===== src/design/mm4_pkg.sv =====
// Shared types and constants for the fixed-point matrix multiplier.
`timescale 1ns / 1ps

package mm4_pkg;

  // Fixed field widths of the beat payloads
  localparam int IDX_W  = 4;
  localparam int VAL_W  = 32;
  localparam int FRAC_W = 16;
  localparam int PROD_W = 2 * VAL_W;

  // Controller states
  typedef enum logic [1:0] {
    ST_LOAD,
    ST_MAC,
    ST_FLUSH
  } mm4_state_t;

  // Commands from the controller to the datapath
  typedef struct packed {
    logic load;        // store the accepted input beat
    logic issue;       // read one pair of operands
    logic first;       // issued pair starts a new dot product
    logic last;        // issued pair ends the dot product
    logic push;        // move the finished dot product to the output register
    logic final_elem;  // pushed element is the last of the matrix
  } mm4_cmd_t;

  // Status from the datapath to the controller
  typedef struct packed {
    logic dot_ready;   // accumulator holds a complete dot product
    logic slot_free;   // output register can take a new element this cycle
  } mm4_stat_t;

endpackage


===== src/design/mm4_ram.sv =====
// Generic single-write, single-read RAM with registered read data.
`timescale 1ns / 1ps

module mm4_ram #(
  parameter int WIDTH = 32,
  parameter int DEPTH = 16
) (
  input  logic                     clk,
  input  logic                     we,
  input  logic [$clog2(DEPTH)-1:0] waddr,
  input  logic [WIDTH-1:0]         wdata,
  input  logic                     re,
  input  logic [$clog2(DEPTH)-1:0] raddr,
  output logic [WIDTH-1:0]         rdata
);

  logic [WIDTH-1:0] mem_r [DEPTH];
  logic [WIDTH-1:0] rdata_r;

  // Write port
  always_ff @(posedge clk) begin
    if (we) begin
      mem_r[waddr] <= wdata;
    end
  end

  // Registered read port
  always_ff @(posedge clk) begin
    if (re) begin
      rdata_r <= mem_r[raddr];
    end
  end

  assign rdata = rdata_r;

endmodule


===== src/design/mm4_ctrl.sv =====
// Controller: load / multiply-accumulate / flush sequencing and index counters.
`timescale 1ns / 1ps

module mm4_ctrl #(
  parameter int DIM = 4
) (
  input  logic                               clk,
  input  logic                               rst_n,
  input  logic                               in_valid,
  input  logic                               in_load_done,
  output logic                               in_ready,
  input  mm4_pkg::mm4_stat_t                 stat,
  output mm4_pkg::mm4_cmd_t                  cmd,
  output logic [$clog2(DIM*DIM)-1:0]         a_addr,
  output logic [$clog2(DIM*DIM)-1:0]         b_addr,
  output logic [mm4_pkg::IDX_W-1:0]          out_pos
);

  localparam int CELL_W = $clog2(DIM * DIM);
  localparam int ROW_W  = $clog2(DIM);
  localparam logic [ROW_W-1:0] LAST_RC = ROW_W'(DIM - 1);

  mm4_pkg::mm4_state_t state_r, state_nxt;
  logic [ROW_W-1:0] row_r, row_nxt;
  logic [ROW_W-1:0] col_r, col_nxt;
  logic [ROW_W-1:0] k_r, k_nxt;
  logic             start;
  logic             push;
  logic             last_elem;
  logic [CELL_W-1:0] pos;

  assign start     = (state_r == mm4_pkg::ST_LOAD) && in_valid && in_load_done;
  assign push      = (state_r == mm4_pkg::ST_FLUSH) && stat.dot_ready && stat.slot_free;
  assign last_elem = (row_r == LAST_RC) && (col_r == LAST_RC);

  // Next state
  always_comb begin
    state_nxt = state_r;
    case (state_r)
      mm4_pkg::ST_LOAD: begin
        if (start) state_nxt = mm4_pkg::ST_MAC;
      end
      mm4_pkg::ST_MAC: begin
        if (k_r == LAST_RC) state_nxt = mm4_pkg::ST_FLUSH;
      end
      mm4_pkg::ST_FLUSH: begin
        if (push) state_nxt = last_elem ? mm4_pkg::ST_LOAD : mm4_pkg::ST_MAC;
      end
      default: state_nxt = mm4_pkg::ST_LOAD;
    endcase
  end

  // Row, column and inner-index counters
  always_comb begin
    row_nxt = row_r;
    col_nxt = col_r;
    k_nxt   = k_r;
    if (start) begin
      row_nxt = '0;
      col_nxt = '0;
      k_nxt   = '0;
    end
    if (state_r == mm4_pkg::ST_MAC) begin
      k_nxt = (k_r == LAST_RC) ? '0 : k_r + 1'b1;
    end
    // column-major walk: row fastest
    if (push) begin
      if (row_r == LAST_RC) begin
        row_nxt = '0;
        col_nxt = col_r + 1'b1;
      end else begin
        row_nxt = row_r + 1'b1;
      end
    end
  end

  always_ff @(posedge clk) begin
    if (!rst_n) begin
      state_r <= mm4_pkg::ST_LOAD;
      row_r   <= '0;
      col_r   <= '0;
      k_r     <= '0;
    end else begin
      state_r <= state_nxt;
      row_r   <= row_nxt;
      col_r   <= col_nxt;
      k_r     <= k_nxt;
    end
  end

  // Outputs
  always_comb begin
    in_ready       = (state_r == mm4_pkg::ST_LOAD);
    cmd.load       = (state_r == mm4_pkg::ST_LOAD) && in_valid;
    cmd.issue      = (state_r == mm4_pkg::ST_MAC);
    cmd.first      = (k_r == '0);
    cmd.last       = (k_r == LAST_RC);
    cmd.push       = push;
    cmd.final_elem = last_elem;
  end

  // A is read along a row, B down a column
  assign a_addr  = CELL_W'(row_r) + CELL_W'(k_r) * CELL_W'(DIM);
  assign b_addr  = CELL_W'(k_r) + CELL_W'(col_r) * CELL_W'(DIM);
  assign pos     = CELL_W'(row_r) + CELL_W'(col_r) * CELL_W'(DIM);
  assign out_pos = mm4_pkg::IDX_W'(pos);

endmodule


===== src/design/mm4_dp.sv =====
// Datapath: operand stores, shared multiplier, accumulator, saturation, output register.
`timescale 1ns / 1ps

module mm4_dp #(
  parameter int DIM = 4
) (
  input  logic                              clk,
  input  logic                              rst_n,
  input  mm4_pkg::mm4_cmd_t                 cmd,
  output mm4_pkg::mm4_stat_t                stat,
  input  logic [$clog2(DIM*DIM)-1:0]        a_addr,
  input  logic [$clog2(DIM*DIM)-1:0]        b_addr,
  input  logic [mm4_pkg::IDX_W-1:0]         out_pos,
  input  logic [mm4_pkg::IDX_W-1:0]         in_elem_index,
  input  logic signed [mm4_pkg::VAL_W-1:0]  in_left_value,
  input  logic signed [mm4_pkg::VAL_W-1:0]  in_right_value,
  output logic                              out_valid,
  input  logic                              out_ready,
  output logic [mm4_pkg::IDX_W-1:0]         out_index,
  output logic signed [mm4_pkg::VAL_W-1:0]  out_product_value,
  output logic                              out_final_element
);

  localparam int NCELLS = DIM * DIM;
  localparam int CELL_W = $clog2(NCELLS);
  localparam int ACC_W  = mm4_pkg::PROD_W + $clog2(DIM);
  localparam int VAL_W  = mm4_pkg::VAL_W;
  localparam int FRAC_W = mm4_pkg::FRAC_W;
  // bits from the top of the kept window upward must all match the sign
  localparam int TOP_LO = VAL_W + FRAC_W - 1;

  logic                     wr_en;
  logic [CELL_W-1:0]        wr_addr;
  logic [VAL_W-1:0]         a_dout, b_dout;
  logic                     rd_v_r, rd_first_r, rd_last_r;
  logic                     p_v_r, p_first_r, p_last_r;
  logic signed [mm4_pkg::PROD_W-1:0] prod_r, prod_nxt;
  logic signed [ACC_W-1:0]  acc_r, acc_nxt;
  logic                     dot_ready_r;
  logic                     sat_pos, sat_neg;
  logic [VAL_W-1:0]         sat_val;
  logic                     out_valid_r;
  logic [mm4_pkg::IDX_W-1:0] out_index_r;
  logic [VAL_W-1:0]         out_val_r;
  logic                     out_final_r;

  // Store writes; positions past the matrix are dropped
  assign wr_en   = cmd.load && (32'(in_elem_index) < 32'(NCELLS));
  assign wr_addr = CELL_W'(in_elem_index);

  mm4_ram #(.WIDTH(VAL_W), .DEPTH(NCELLS)) u_left_ram (
    .clk   (clk),
    .we    (wr_en),
    .waddr (wr_addr),
    .wdata (in_left_value),
    .re    (cmd.issue),
    .raddr (a_addr),
    .rdata (a_dout)
  );

  mm4_ram #(.WIDTH(VAL_W), .DEPTH(NCELLS)) u_right_ram (
    .clk   (clk),
    .we    (wr_en),
    .waddr (wr_addr),
    .wdata (in_right_value),
    .re    (cmd.issue),
    .raddr (b_addr),
    .rdata (b_dout)
  );

  // Pipeline control tags: read -> multiply -> accumulate
  always_ff @(posedge clk) begin
    if (!rst_n) begin
      rd_v_r      <= 1'b0;
      p_v_r       <= 1'b0;
      dot_ready_r <= 1'b0;
    end else begin
      rd_v_r <= cmd.issue;
      p_v_r  <= rd_v_r;
      if (cmd.issue && cmd.first) begin
        dot_ready_r <= 1'b0;
      end else if (p_v_r && p_last_r) begin
        dot_ready_r <= 1'b1;
      end
    end
  end

  always_ff @(posedge clk) begin
    rd_first_r <= cmd.first;
    rd_last_r  <= cmd.last;
    p_first_r  <= rd_first_r;
    p_last_r   <= rd_last_r;
  end

  // Shared 32x32 signed multiplier, registered
  assign prod_nxt = $signed(a_dout) * $signed(b_dout);

  always_ff @(posedge clk) begin
    if (rd_v_r) begin
      prod_r <= prod_nxt;
    end
  end

  // Accumulator
  assign acc_nxt = p_first_r ? ACC_W'(prod_r) : acc_r + ACC_W'(prod_r);

  always_ff @(posedge clk) begin
    if (p_v_r) begin
      acc_r <= acc_nxt;
    end
  end

  // Shift right by FRAC_W and saturate to 32 bits
  always_comb begin
    sat_pos = !acc_r[ACC_W-1] && (|acc_r[ACC_W-1:TOP_LO]);
    sat_neg = acc_r[ACC_W-1] && !(&acc_r[ACC_W-1:TOP_LO]);
    if (sat_pos) begin
      sat_val = {1'b0, {(VAL_W-1){1'b1}}};
    end else if (sat_neg) begin
      sat_val = {1'b1, {(VAL_W-1){1'b0}}};
    end else begin
      sat_val = acc_r[TOP_LO:FRAC_W];
    end
  end

  // Output register
  assign stat.slot_free = !out_valid_r || out_ready;
  assign stat.dot_ready = dot_ready_r;

  always_ff @(posedge clk) begin
    if (!rst_n) begin
      out_valid_r <= 1'b0;
    end else if (cmd.push) begin
      out_valid_r <= 1'b1;
    end else if (out_ready) begin
      out_valid_r <= 1'b0;
    end
  end

  always_ff @(posedge clk) begin
    if (cmd.push) begin
      out_index_r <= out_pos;
      out_val_r   <= sat_val;
      out_final_r <= cmd.final_elem;
    end
  end

  assign out_valid         = out_valid_r;
  assign out_index         = out_index_r;
  assign out_product_value = out_val_r;
  assign out_final_element = out_final_r;

endmodule


===== src/design/matrix_multiply_4x4.sv =====
// Top level of the DIM x DIM signed Q16.16 column-major matrix multiplier.
`timescale 1ns / 1ps

// Load one beat per cycle; each beat writes A and B at the same column-major
// position (row + DIM*column). A beat with load_done set stores its elements
// and starts C = A*B over the current store contents, so all DIM*DIM positions
// must have been written before it. Each C element is the exact sum of DIM
// products, shifted right by 16 (toward minus infinity) and saturated to 32
// bits; the DIM*DIM results leave in column-major order, the last one flagged.
// One shared 32x32 multiplier computes the products: an element takes DIM
// operand reads, the multiply and accumulate registers and the push into the
// output register, and the next element's reads wait for that push, so
// output stalls hold up the multiply. Input is refused during the multiply
// and accepted again while the final result still waits in the output
// register.

module matrix_multiply_4x4 #(
  parameter int DIM = 4
) (
  input  logic                              clk,
  input  logic                              rst_n,
  input  logic                              in_valid,
  output logic                              in_ready,
  input  logic [mm4_pkg::IDX_W-1:0]         in_elem_index,
  input  logic signed [mm4_pkg::VAL_W-1:0]  in_left_value,
  input  logic signed [mm4_pkg::VAL_W-1:0]  in_right_value,
  input  logic                              in_load_done,
  output logic                              out_valid,
  input  logic                              out_ready,
  output logic [mm4_pkg::IDX_W-1:0]         out_index,
  output logic signed [mm4_pkg::VAL_W-1:0]  out_product_value,
  output logic                              out_final_element
);

  localparam int CELL_W = $clog2(DIM * DIM);

  mm4_pkg::mm4_cmd_t          cmd;
  mm4_pkg::mm4_stat_t         stat;
  logic [CELL_W-1:0]          a_addr, b_addr;
  logic [mm4_pkg::IDX_W-1:0]  out_pos;

  mm4_ctrl #(.DIM(DIM)) u_ctrl (
    .clk          (clk),
    .rst_n        (rst_n),
    .in_valid     (in_valid),
    .in_load_done (in_load_done),
    .in_ready     (in_ready),
    .stat         (stat),
    .cmd          (cmd),
    .a_addr       (a_addr),
    .b_addr       (b_addr),
    .out_pos      (out_pos)
  );

  mm4_dp #(.DIM(DIM)) u_dp (
    .clk               (clk),
    .rst_n             (rst_n),
    .cmd               (cmd),
    .stat              (stat),
    .a_addr            (a_addr),
    .b_addr            (b_addr),
    .out_pos           (out_pos),
    .in_elem_index     (in_elem_index),
    .in_left_value     (in_left_value),
    .in_right_value    (in_right_value),
    .out_valid         (out_valid),
    .out_ready         (out_ready),
    .out_index         (out_index),
    .out_product_value (out_product_value),
    .out_final_element (out_final_element)
  );

  // Loading and operand reads never overlap
  assert property (@(posedge clk) disable iff (!rst_n) cmd.issue |-> !in_ready)
    else $error("operand read while input is open");

  // A push never overwrites a result that has not been taken
  assert property (@(posedge clk) disable iff (!rst_n) cmd.push |-> stat.slot_free)
    else $error("push into a full output register");

  // A start beat is followed at once by the first operand read
  assert property (@(posedge clk) disable iff (!rst_n)
    (in_valid && in_ready && in_load_done) |=> (cmd.issue && cmd.first))
    else $error("multiply did not start after a load_done beat");

  // Input reopens right after the final element is pushed
  assert property (@(posedge clk) disable iff (!rst_n)
    (cmd.push && cmd.final_elem) |=> in_ready)
    else $error("input not reopened after the final element");

endmodule


===== config.mk =====
export PLATFORM = sky130hd
export DESIGN_NAME = matrix_multiply_4x4
export DESIGN_NICKNAME = d
export VERILOG_FILES = /design/src/design/mm4_pkg.sv /design/src/design/mm4_ram.sv /design/src/design/mm4_ctrl.sv /design/src/design/mm4_dp.sv /design/src/design/matrix_multiply_4x4.sv
export SDC_FILE = /design/constraint.sdc
export NUM_CORES = 2
export LEC_CHECK = 0
export ABC_CLOCK_PERIOD_IN_PS = 9600
export BUFFER_PORTS_ARGS = -buffer_cell sky130_fd_sc_hd__buf_2
export CAP_MARGIN = 20
export CORE_MARGIN = 8
export CORE_UTILIZATION = 50
export DETAILED_ROUTE_END_ITERATION = 16
export PLACE_DENSITY = 0.73
export REMOVE_ABC_BUFFERS = 1
export SETUP_SLACK_MARGIN = 0.02
export SYNTH_ARGS = -nofsm -noshare
export SYNTH_HDL_FRONTEND = slang
export SYNTH_HIERARCHICAL = 1
export SYNTH_SLANG_ARGS = --single-unit

===== constraint.sdc =====
create_clock -name clk -period 9.6 [get_ports clk]
set_input_delay 0.96 -clock clk [delete_from_list [all_inputs] [get_ports clk]]
set_output_delay 0.96 -clock clk [all_outputs]
set_load 0.05 [all_outputs]

==> impl_metrics.ini <==
[timing]
setup_viol = 0
relSlewSlack = 0.205
fin_tns_setup_ns = 0
period_share = 0.920
finalHoldViolCount = 0
worst_pin_slew_ns = 1.19
rsz0062_at_grt = no
clock.fmax_ghz = 0.113
finalWorstSetupSlack_ns = 0.773
post-route-min-period_ns = 8.83
finalMaxSlewViolations = 0
skew_ns = 0.0521

[global_route]
grt_pass1_vias = 55647
grt_first_pass_wirelength_um = 331000
grt_usage = 0.229
grt_max_degree = 132
grt-ovfl-total = 0
antenna_found_initial = 24

[layout]
nets = 8097
syn2layout_area_growth_pct = 8.74
fill_cells = 13936
stdcell_count = 9124
layout-drive-gt1-share = 0.114
final_core_util = 0.547

[synth]
seq_area_frac_synth = 0.435
yosys.area.top_type_share = 0.431
yosysWarnings = 6
syn_inst = 6657
ys_types = 91
synth_top_area_cell = edfxtp_1
syn_area_mm2 = 0.0874
ys_dominant_reg_cell = edfxtp_1
syn_area_per_cell_um2 = 13.1
async_flop_share = 0
synthTopCellsByArea = edfxtp_1, fa_1, mux4_2
ys_ff_latch = 1271
synth_edf_count = 1255

[clocking]
post_cts.repair.setup_buffers = 0
cts_sinks = 1271
cts_root_buf = clkbuf_16
htreeDepth = 4
cts_repair_resize_count = 0
cts_tree = yes
clk_latency_ns = 0.78
cts_hold_buf = 0
clk_pin_slew_ns = 0.06
clockBufferDepth = 3
cts_buffers = 130

[run]
drv_cap = 0

[critical_path]
worst-r2r-setup-slack_ns = 0.77
worstSetupPathType = reg2reg
cp-start-kind = flip-flop
cp_max_fo = 21
worstReg2RegEnd = u_dp/prod_r[61]$_DFFE_PP_
crit_path_end_kind = flip-flop
worstPathRequired_ns = 10.09
worstRegToRegCells = 23
rr_startpoint = u_dp/u_right_ram/rdata[2]$_DFFE_PP_
arrival_ns = 9.32

[min_path]
hold_class = reg2reg
worstHoldStart = u_dp/rd_last_r$_DFF_P_
worstHoldEndpoint = u_dp/p_last_r$_DFF_P_
min_path_cells = 0

[drt]
drc = 0
num_vias = 51801
wire_per_inst_um = 23.5
finalWirelength_um = 215000
drt_iter0_markers = 4651
firstDrtPassIters = 5
ant_nets = 0
viasPerCell = 5.68

[floorplanning]
die_y_um = 434
top_level_ports = 112
fp.dieW_um = 434
rows = 153
core-area_mm2 = 0.174
dieArea_mm2 = 0.189
initial_core_util = 0.503

[run_status]
status = complete, no violations

[placement]
dpl.cell_count = 8877
place_ws_ns = 0.826
port_buffers = 111
hpwl_um = 146000
gp_congestion = 0.934
-- sequential cells by signal (all words and copies together) (netlist names), 2 cells and up --
signal and cells:
u_dp/u_right_ram/rdata 32, u_dp/acc_r 66, u_dp/u_left_ram/mem_r 512, u_ctrl/col_r 2, u_dp/u_left_ram/rdata 32, u_ctrl/state_r 2
u_ctrl/row_r 2, u_dp/u_right_ram/mem_r 512, u_dp/prod_r 64, u_dp/out_index 4, u_dp/out_product_value 32, u_ctrl/k_r 2
-- stage by stage --
step	instance area (µm²)	hold slack [ns]
after global routing	95100	0.343
after detailed placement	90800	0.312
after floorplan	86000	0.310
final	95100	0.337
after CTS	94900	0.340
after global placement	90700	0.311
-- metal layers --
layer	up-vias	global-route usage	part of all wire
met5	-	0	0.00039
met2	2516	0.373	0.47
li1	22288	-	-
met3	508	0.0566	0.10
met1	26477	0.300	0.39
met4	12	0.0874	0.039
-- kinds of logic (layout without fill, tap and decap cells) --
group	Yosys count	after routing	synth area share
xor gates and xnor gates	124	124	0.0124
AOI/OAI and AO/OA	629	629	0.0479
buffers and inverters	1403	1535	0.0623
DFF	1271	1271	0.435
other	0	10	0
adders and majority gates	1336	1336	0.284
muxes	263	263	0.0668
and+or+nand+nor	1631	1631	0.0917
-- worst max-delay path: stages, from the launching register on --
cell and delay, ns:
edfxtp_1 1.11, buf_4 0.38, nand2_1 0.11, fa_1 0.58, fa_1 0.44, fa_1 0.48, fa_1 0.54, inv_1 0.05
fa_1 0.49, fa_1 0.58, fa_1 0.43, fa_1 0.45, ha_1 0.36, a21oi_1 0.14, o21ai_0 0.13, nor4_1 0.35
o31ai_1 0.13, buf_4 0.16, o211ai_1 0.52, a211oi_1 0.23, nor2_1 0.24, nor3_1 0.11, o41a_1 0.34, xor2_1 0.15
-- synth_stat cells, types with 18 or more instances --
library cell,instances
ha_1,253
and2_1,529
a21oi_1,145
xor2_1,48
mux4_2,256
clkbuf_1,274
a22oi_1,131
nand4_1,27
inv_1,1049
a21o_1,65
o21ai_0,117
buf_1,19
o21a_1,22
nor2b_1,18
nand2_1,689
xnor2_1,76
nor2_1,193
nor3_1,30
o21bai_1,27
edfxtp_1,1255
nand3_1,39
buf_4,33
fa_1,1083
nand2b_1,29
-- layout by cell type (no fill, tap or decap), types with 16 or more instances in the layout --
cell and n:
clkbuf_1 20, o21a_1 22, nor2_1 166, xnor2_1 76, fa_1 1083, o21ai_0 117, a31oi_1 16, a21oi_1 145
a211oi_1 16, nor3_1 22, edfxtp_1 1255, xor2_1 48, nand4_1 27, ha_1 253, nand2_1 689, nand3_1 39
o21bai_1 27, and2_1 529, a22oi_1 131, buf_2 111, clkbuf_16 134, inv_1 1049, nor2_4 26, buf_4 126
clkinv_1 34, mux4_2 256, a21o_1 65, clkinv_2 19, nand2b_1 29
-- worst max path at each step --
| stage | to | slack, ns | start | depth (start not counted) |
|---|---|---|---|---|
| floorplan | u_dp/u_left_ram/rdata[30]$_DFFE_PP_ | 1.38 | u_ctrl/k_r[0]$_SDFFE_PN0P_ | 3 |
| global placement | u_dp/prod_r[61]$_DFFE_PP_ | 0.78 | u_dp/u_left_ram/rdata[11]$_DFFE_PP_ | 26 |
| detailed placement | u_dp/prod_r[61]$_DFFE_PP_ | 0.83 | u_dp/u_right_ram/rdata[2]$_DFFE_PP_ | 23 |
| CTS | u_dp/prod_r[61]$_DFFE_PP_ | 0.76 | u_dp/u_right_ram/rdata[2]$_DFFE_PP_ | 23 |
| global route | u_dp/prod_r[61]$_DFFE_PP_ | 0.30 | u_dp/u_right_ram/rdata[2]$_DFFE_PP_ | 23 |
| finish | u_dp/prod_r[61]$_DFFE_PP_ | 0.77 | u_dp/u_right_ram/rdata[2]$_DFFE_PP_ | 23 |
-- final cells by class --
class	count	area, µm²	area share
diodes	10	25.0	0.000263
clock buffers	154	3430	0.0361
clock inverters	79	728	0.00766
inverters	1055	3960	0.0417
multi-input cells	3983	44300	0.465
flip-flops and latches	1271	38000	0.400
well taps	2325	2910	0.0306
repair buffers	247	1750	0.0184
Power is not shown: default switching activity piles up to over one toggle a cycle in this logic, so the estimate is an artifact.
